--- config.mk ---
export PLATFORM = sky130hd
export DESIGN_NAME = rgb_pixel_fade_scaler
export DESIGN_NICKNAME = d
export VERILOG_FILES = /design/src/hdl/rpfs_pkg.sv /design/src/hdl/rpfs_csr.sv /design/src/hdl/rpfs_chan.sv /design/src/hdl/rgb_pixel_fade_scaler.sv
export VERILOG_INCLUDE_DIRS = /design/src /design/src/hdl
export SDC_FILE = /design/constraint.sdc
export NUM_CORES = 1
export LEC_CHECK = 0
export ABC_AREA = 1
export ABC_CLOCK_PERIOD_IN_PS = 10760
export BUFFER_PORTS_ARGS = -buffer_cell sky130_fd_sc_hd__buf_2
export CAP_MARGIN = 40
export CORE_UTILIZATION = 42
export DETAILED_ROUTE_END_ITERATION = 10
export GPL_ROUTABILITY_DRIVEN = 0
export SLEW_MARGIN = 20
export SYNTH_ARGS = -nofsm -noshare
export SYNTH_HDL_FRONTEND = slang
export SYNTH_HIERARCHICAL = 1
export SYNTH_SLANG_ARGS = --single-unit
--- constraint.sdc ---
create_clock -name clock -period 10.76 [get_ports clock]
set_input_delay 0.538 -clock clock [delete_from_list [all_inputs] [get_ports clock]]
set_output_delay 0.538 -clock clock [all_outputs]
set_load 0.05 [all_outputs]
--- src/hdl/rgb_pixel_fade_scaler_macros.svh ---
// ----------------------------------------------------------------------------
// RGB pixel fade scaler assertion macros
// Concurrent assertion helpers, compiled out for synthesis.
// ----------------------------------------------------------------------------
`ifndef RGB_PIXEL_FADE_SCALER_MACROS_SVH
`define RGB_PIXEL_FADE_SCALER_MACROS_SVH

`ifndef SYNTHESIS
`define RPFS_ASSERT_SAME(label, clk, rst, ante, cons) \
   label: assert property (@(posedge clk) disable iff (rst) (ante) |-> (cons)) \
      else $error("Assertion failed.");
`define RPFS_ASSERT_NEXT(label, clk, rst, ante, cons) \
   label: assert property (@(posedge clk) disable iff (rst) (ante) |=> (cons)) \
      else $error("Assertion failed.");
`else
`define RPFS_ASSERT_SAME(label, clk, rst, ante, cons)
`define RPFS_ASSERT_NEXT(label, clk, rst, ante, cons)
`endif

`endif

--- src/hdl/rpfs_pkg.sv ---
// ----------------------------------------------------------------------------
// RGB pixel fade scaler package
// Shared constants, register indexes and the configuration type.
// ----------------------------------------------------------------------------
`default_nettype none

package rpfs_pkg;

   localparam int FADE_STEPS = 64;
   localparam int STEP_W     = 6;
   localparam int FACTOR_W   = $clog2(FADE_STEPS + 1);
   localparam int PIXEL_W    = 32;
   localparam int CHAN_W     = 8;
   localparam int OFFSET_W   = 5;
   localparam int LENGTH_W   = 4;
   localparam int BPP_W      = 3;
   localparam int CSR_INDEX_W = 3;
   localparam int CSR_DATA_W  = 8;
   localparam int REQ_DATA_W  = 40;

   localparam logic [PIXEL_W-1:0] MASK_16 = 32'h0000_ffff;
   localparam logic [PIXEL_W-1:0] MASK_24 = 32'h00ff_ffff;
   localparam logic [PIXEL_W-1:0] MASK_32 = 32'hffff_ffff;

   localparam logic [BPP_W-1:0] BPP_2 = 3'd2;
   localparam logic [BPP_W-1:0] BPP_3 = 3'd3;

   localparam logic [CSR_INDEX_W-1:0] REG_RED_OFFSET      = 3'd0;
   localparam logic [CSR_INDEX_W-1:0] REG_RED_LENGTH      = 3'd1;
   localparam logic [CSR_INDEX_W-1:0] REG_GREEN_OFFSET    = 3'd2;
   localparam logic [CSR_INDEX_W-1:0] REG_GREEN_LENGTH    = 3'd3;
   localparam logic [CSR_INDEX_W-1:0] REG_BLUE_OFFSET     = 3'd4;
   localparam logic [CSR_INDEX_W-1:0] REG_BLUE_LENGTH     = 3'd5;
   localparam logic [CSR_INDEX_W-1:0] REG_BYTES_PER_PIXEL = 3'd6;
   localparam logic [CSR_INDEX_W-1:0] REG_FADE_OUT        = 3'd7;

   typedef struct packed {
      logic [OFFSET_W-1:0] red_offset;
      logic [LENGTH_W-1:0] red_length;
      logic [OFFSET_W-1:0] green_offset;
      logic [LENGTH_W-1:0] green_length;
      logic [OFFSET_W-1:0] blue_offset;
      logic [LENGTH_W-1:0] blue_length;
      logic [BPP_W-1:0]    bytes_per_pixel;
      logic                fade_out;
   } cfg_type;

endpackage

`default_nettype wire

--- src/hdl/rpfs_csr.sv ---
// ----------------------------------------------------------------------------
// RGB pixel fade scaler configuration registers
// Holds the channel layout, pixel size and fade direction.
// ----------------------------------------------------------------------------
`default_nettype none

module rpfs_csr
   import rpfs_pkg::*;
(
   input  wire logic                   clock,
   input  wire logic                   reset,
   input  wire logic                   wr_en,
   input  wire logic [CSR_INDEX_W-1:0] wr_index,
   input  wire logic [CSR_DATA_W-1:0]  wr_data,
   output cfg_type                     cfg
);

   cfg_type cfg_ff;
   cfg_type cfg_in;

   always_comb begin
      cfg_in = cfg_ff;
      if (wr_en) begin
         case (wr_index)
            REG_RED_OFFSET:      cfg_in.red_offset      = wr_data[OFFSET_W-1:0];
            REG_RED_LENGTH:      cfg_in.red_length      = wr_data[LENGTH_W-1:0];
            REG_GREEN_OFFSET:    cfg_in.green_offset    = wr_data[OFFSET_W-1:0];
            REG_GREEN_LENGTH:    cfg_in.green_length    = wr_data[LENGTH_W-1:0];
            REG_BLUE_OFFSET:     cfg_in.blue_offset     = wr_data[OFFSET_W-1:0];
            REG_BLUE_LENGTH:     cfg_in.blue_length     = wr_data[LENGTH_W-1:0];
            REG_BYTES_PER_PIXEL: cfg_in.bytes_per_pixel = wr_data[BPP_W-1:0];
            REG_FADE_OUT:        cfg_in.fade_out        = wr_data[0];
            default:             cfg_in = cfg_ff;
         endcase
      end
   end

   always_ff @(posedge clock) begin
      if (reset) begin
         cfg_ff.red_offset      <= 5'd16;
         cfg_ff.red_length      <= 4'd8;
         cfg_ff.green_offset    <= 5'd8;
         cfg_ff.green_length    <= 4'd8;
         cfg_ff.blue_offset     <= 5'd0;
         cfg_ff.blue_length     <= 4'd8;
         cfg_ff.bytes_per_pixel <= 3'd4;
         cfg_ff.fade_out        <= 1'b0;
      end else begin
         cfg_ff <= cfg_in;
      end
   end

   assign cfg = cfg_ff;

endmodule

`default_nettype wire

--- src/hdl/rpfs_chan.sv ---
// ----------------------------------------------------------------------------
// RGB pixel fade scaler channel
// Unpacks one color channel, scales it by the fade factor and repacks it.
// ----------------------------------------------------------------------------
`default_nettype none

module rpfs_chan
   import rpfs_pkg::*;
(
   input  wire logic [PIXEL_W-1:0]  word,
   input  wire logic [OFFSET_W-1:0] offset,
   input  wire logic [LENGTH_W-1:0] length,
   input  wire logic [FACTOR_W-1:0] factor,
   input  wire logic                narrow,
   output logic [PIXEL_W-1:0]       placed
);

   logic [LENGTH_W-1:0]        len_c;
   logic [LENGTH_W-1:0]        pad;
   logic [PIXEL_W-1:0]         field;
   logic [CHAN_W-1:0]          lmask;
   logic [CHAN_W-1:0]          wide;
   logic [FACTOR_W+CHAN_W-1:0] prod;
   logic [CHAN_W-1:0]          scaled;
   logic [CHAN_W-1:0]          narrowed;

   always_comb begin
      len_c    = (length > LENGTH_W'(CHAN_W)) ? LENGTH_W'(CHAN_W) : length;
      pad      = LENGTH_W'(CHAN_W) - len_c;
      field    = word >> offset;
      lmask    = CHAN_W'((9'd1 << len_c) - 9'd1);
      wide     = (field[CHAN_W-1:0] & lmask) << pad;
      prod     = (FACTOR_W+CHAN_W)'(factor) * (FACTOR_W+CHAN_W)'(wide);
      scaled   = CHAN_W'(prod / FADE_STEPS);
      narrowed = narrow ? (scaled >> pad) : scaled;
      placed   = PIXEL_W'(narrowed) << offset;
   end

endmodule

`default_nettype wire

--- src/hdl/rgb_pixel_fade_scaler.sv ---
// ----------------------------------------------------------------------------
// RGB pixel fade scaler
// Fades one framebuffer pixel per transaction by a step-dependent factor.
// ----------------------------------------------------------------------------
// Channel  Direction  Payload
// req_     in         tdata[31:0] pixel_in, tdata[37:32] fade_step
// rsp_     out        tdata[31:0] pixel_out
// csr_     in         index selects the register, data holds its new value
//
// An accepted request enters the request register and its result the response
// register; one pixel is taken every cycle while the response is not stalled.
// Between them sit three channel units, one small multiplier each.
// Reset clears both valid flags and loads the default RGB888 layout.
// A stalled response holds the request register, which then holds req_tready low.
`default_nettype none
`include "rgb_pixel_fade_scaler_macros.svh"

module rgb_pixel_fade_scaler
   import rpfs_pkg::*;
(
   input  wire logic                   clock,
   input  wire logic                   reset,
   input  wire logic                   req_tvalid,
   output logic                        req_tready,
   input  wire logic [REQ_DATA_W-1:0]  req_tdata,  // pixel_in, fade_step, zero pad
   output logic                        rsp_tvalid,
   input  wire logic                   rsp_tready,
   output logic [PIXEL_W-1:0]          rsp_tdata,  // pixel_out
   input  wire logic                   csr_valid,
   output logic                        csr_ready,
   input  wire logic [CSR_INDEX_W-1:0] csr_index,
   input  wire logic [CSR_DATA_W-1:0]  csr_data
);

   cfg_type cfg;

   logic                in_valid_ff;
   logic                in_valid_in;
   logic [PIXEL_W-1:0]  pixel_ff;
   logic [STEP_W-1:0]   step_ff;
   logic                out_valid_ff;
   logic                out_valid_in;
   logic [PIXEL_W-1:0]  out_pixel_ff;
   logic [PIXEL_W-1:0]  out_pixel_in;

   logic                advance;
   logic [PIXEL_W-1:0]  pmask;
   logic                narrow;
   logic [PIXEL_W-1:0]  word;
   logic [STEP_W-1:0]   step_sat;
   logic [FACTOR_W-1:0] factor;
   logic [PIXEL_W-1:0]  red_placed;
   logic [PIXEL_W-1:0]  green_placed;
   logic [PIXEL_W-1:0]  blue_placed;

   assign csr_ready = 1'b1;

   rpfs_csr u_csr (
      .clock    (clock),
      .reset    (reset),
      .wr_en    (csr_valid & csr_ready),
      .wr_index (csr_index),
      .wr_data  (csr_data),
      .cfg      (cfg)
   );

   assign advance    = !out_valid_ff || rsp_tready;
   assign req_tready = !in_valid_ff || advance;

   always_comb begin
      case (cfg.bytes_per_pixel)
         BPP_2: begin
            pmask  = MASK_16;
            narrow = 1'b1;
         end
         BPP_3: begin
            pmask  = MASK_24;
            narrow = 1'b0;
         end
         default: begin
            pmask  = MASK_32;
            narrow = 1'b0;
         end
      endcase
      word     = pixel_ff & pmask;
      step_sat = (int'(step_ff) > FADE_STEPS - 1) ? STEP_W'(FADE_STEPS - 1) : step_ff;
      if (cfg.fade_out) begin
         factor = FACTOR_W'(FADE_STEPS - 1) - FACTOR_W'(step_sat);
      end else begin
         factor = FACTOR_W'(step_sat) + FACTOR_W'(1);
      end
   end

   rpfs_chan u_red (
      .word   (word),
      .offset (cfg.red_offset),
      .length (cfg.red_length),
      .factor (factor),
      .narrow (narrow),
      .placed (red_placed)
   );

   rpfs_chan u_green (
      .word   (word),
      .offset (cfg.green_offset),
      .length (cfg.green_length),
      .factor (factor),
      .narrow (narrow),
      .placed (green_placed)
   );

   rpfs_chan u_blue (
      .word   (word),
      .offset (cfg.blue_offset),
      .length (cfg.blue_length),
      .factor (factor),
      .narrow (narrow),
      .placed (blue_placed)
   );

   always_comb begin
      in_valid_in  = in_valid_ff;
      out_valid_in = out_valid_ff;
      out_pixel_in = out_pixel_ff;
      if (advance) begin
         out_valid_in = in_valid_ff;
         out_pixel_in = (red_placed | green_placed | blue_placed) & pmask;
      end
      if (req_tready) begin
         in_valid_in = req_tvalid;
      end
   end

   always_ff @(posedge clock) begin
      if (reset) begin
         in_valid_ff  <= 1'b0;
         out_valid_ff <= 1'b0;
      end else begin
         in_valid_ff  <= in_valid_in;
         out_valid_ff <= out_valid_in;
      end
   end

   always_ff @(posedge clock) begin
      if (req_tready && req_tvalid) begin
         pixel_ff <= req_tdata[PIXEL_W-1:0];
         step_ff  <= req_tdata[PIXEL_W+STEP_W-1:PIXEL_W];
      end
      out_pixel_ff <= out_pixel_in;
   end

   assign rsp_tvalid = out_valid_ff;
   assign rsp_tdata  = out_pixel_ff;

   `RPFS_ASSERT_NEXT(a_req_loads, clock, reset, req_tvalid && req_tready, in_valid_ff)
   `RPFS_ASSERT_NEXT(a_in_holds, clock, reset, in_valid_ff && !advance,
                     in_valid_ff && $stable(pixel_ff) && $stable(step_ff))
   `RPFS_ASSERT_NEXT(a_in_moves, clock, reset, in_valid_ff && advance, rsp_tvalid)
   `RPFS_ASSERT_SAME(a_ready_rule, clock, reset, !req_tready, in_valid_ff && rsp_tvalid)

endmodule

`default_nettype wire
==> results.toml <==
[min_path]
hp-class = "in2reg"
worstHoldEndpoint = "in_valid_ff$_SDFFE_PP0P_"
min-delay-start = "reset"
min_path_cells = 2

[cells_and_area]
postLayoutCoreUtil = 0.4465
fin_cells = 3433
drive_gt1_frac = 0.09952
diodes = 0
fillCellCount = 4473
syn_to_final_growth_pct = 4.424
num-nets-final = 3135

[setup_path]
critPathMaxStageDelay_ns = 0.55
crit_arrival_ns = 9.29
worst-r2r-setup-slack_ns = 1.59
cp-start-kind = "flip-flop"
crit_slowest_cell = "fa_1"
setup.worst_path.end_class = "flip-flop"
rr_startpoint = "u_csr/cfg[7]$_SDFFE_PP1P_"
cpMostUsedCell = "nand2_1"
cp.required_ns = 10.87
worstPathMaxFanout = 20
ff2ff_path_depth = 45
rr_endpoint = "rsp_tdata[29]$_DFFE_PP_"
crit_start = "u_csr/cfg[7]$_SDFFE_PP1P_"
critical_path_class = "reg2reg"

[clock_network]
cts-root-buf = "clkbuf_16"
cts_setup_buffers = 0
ctsResizeCount = 0
h-tree-depth = 3
cts_hold_buf = 0
clock_latency_ns = 0.39
clkTransAtPathRegs_ns = 0.08
cts_max_path_buffers = 2
numCtsBuffers = 9
clock_sinks = 103
cts_tree = "done"

[sta]
fin_tns_setup_ns = 0
fmax_mhz = 109.0
relSlewSlack = 0.4508
rsz0062_at_grt = "false"
setup_viol = 0
worstMarginPinSlew_ns = 0.8229
fin_skew_ns = 0.01618
hold-worst-slack_ns = 0.3238
period_share = 0.8526
setup_ws_ns = 1.586
finalHoldViolCount = 0
min_period_ns = 9.174
drv_slew = 0

[synth]
syn_area_mm2 = 0.01802
async_flop_share = 0
yosysTopAreaCell = "nand2_1"
ys_top_cells_by_count = "nand2_1, nand3_1, nor2_1"
syn_avg_cell_area_um2 = 6.249
syn_nets = 3129
syn-instance-count = 2883
yosysUniqueCellTypes = 58
netlist.area_leader.share = 0.1742
ys_seq_area_frac = 0.1533
ys_ff_latch = 103
synth_area_leaders = "nand2_1, nand3_1, edfxtp_1"
yosysWarningCount = 6
ys.flop_type = "edfxtp_1"
yosysMostFrequentCell = "nand2_1"
synth_edf_count = 70

[placement]
io_buffer_count = 84
dp_cells = 3414
hpwl_mm = 48.09
dp_slack_ns = 1.809

[floorplanning]
rows = 75
die_area_mm2 = 0.04373
io_pins = 91
initial_utilization = 0.4276
core_mm2 = 0.04213
die_h_um = 209.1
die-width_um = 209.1

[power_and_ir_drop]
power.density_mw_per_mm2 = 255.3
irDropWorstVdd_mv = 0.1344
p_leak_nw = 9.569

[detailed_routing]
wirelength_mm = 60.70
first_iter_violations = 2277
drc_errors = 0
viasPerCell = 5.731
dr.pass1.iters = 8
antenna_left = 0
routedWlPerCell_um = 17.68
vias = 19680

[global_route]
antenna_found_initial = 0
grt_max_degree = 46
grt_pass1_vias = 18460
grt-ovfl-total = 0
track_usage = 0.2784
grt_pass1_wl_mm = 97.39

[outcome]
status = "finished, final reports clean"

[flow_run]
drv_cap = 0
[placed cells by master (no fill, tap or decap), drive strengths merged, types with 3 or more instances in the layout]
master and instances:
a211oi 3, o211ai 13, and2 8, a21o 6
xnor2 10, o21bai 8, nand3b 14, buf 113
a21oi 76, nor4 5, edfxtp 70, a31oi 4
clkbuf 10, o21ai 78, inv 310, o2111ai 4
or3 16, a22o 6, nand2 881, clkinv 6
nor3 26, ha 109, nor3b 5, fa 81
or2 5, nand4 57, xor2 5, o21a 8
and3 3, dfxtp 33, o31ai 12, nand3 581
nor2 321
[registers in the layout, summed over array words and instances (netlist names)]
register / cells
step_ff: 6
rsp_tvalid: 1
rsp_tdata: 32
u_csr/cfg: 31
pixel_ff: 32
in_valid_ff: 1
[how the worst max path moves through the flow]
stage | to | slack, ns
after CTS | rsp_tdata[29]$_DFFE_PP_ | 1.72
after global routing | rsp_tdata[29]$_DFFE_PP_ | 0.73
after floorplan | rsp_tdata[13]$_DFFE_PP_ | 3.29
after detailed placement | rsp_tdata[29]$_DFFE_PP_ | 1.81
final | rsp_tdata[29]$_DFFE_PP_ | 1.59
after global placement | rsp_tdata[29]$_DFFE_PP_ | 1.91
[routing by layer]
layer	part of all wire	up-vias	global-route usage
met1	0.45	9136	0.3831
met4	0.040	0	0.1136
met2	0.44	882	0.4354
met3	0.076	146	0.04088
li1	-	9511	-
met5	0	-	0
[final cells by class]
type	instances	area, um2	share of cell area
Multi-Input combinational cell	2351	13230	0.7030
Sequential cell	103	2763	0.1468
Clock buffer	10	229.0	0.01217
Timing Repair Buffer	113	664.4	0.03532
Tap cell	539	674.4	0.03585
Inverter	311	1182	0.06285
Clock inverter	6	73.82	0.003924
[where the power goes]
part | switching (mW) | internal, mW | total [mW] | leakage [nW]
clock | 0.173 | 0.185 | 0.358 | 0.149
sequential | 0.0527 | 0.542 | 0.594 | 0.993
combinational | 2.56 | 1.29 | 3.85 | 8.43
[critical path: cells and delay by family (launching register included)]
family          cells  cell delay, ns
fa+ha+maj           7            2.97
compound gates      5            1.43
simple gates       27            2.93
flops               1            0.43
buf+inv             6            1.13
[kinds of logic (layout without fill, tap and decap cells)]
| group | count (synthesis) | after routing | synth area share |
|---|---|---|---|
| AOI/OAI and AO/OA | 223 | 223 | 0.07445 |
| xor gates and xnor gates | 15 | 15 | 0.007292 |
| adders and majority gates | 190 | 190 | 0.1657 |
| buffers and inverters | 429 | 440 | 0.1129 |
| DFF | 103 | 103 | 0.1533 |
| other | 1 | 1 | 0.0002081 |
| and+or+nand+nor | 1922 | 1922 | 0.4861 |
[through the flow]
stage	instance area, um2	total power, mW
final	18810	4.803
after global routing	18810	5.284
after CTS	18780	4.742
after global placement	18410	4.323
after floorplan	18020	3.469
after detailed placement	18470	4.359
(Power assumes the default switching activity.)
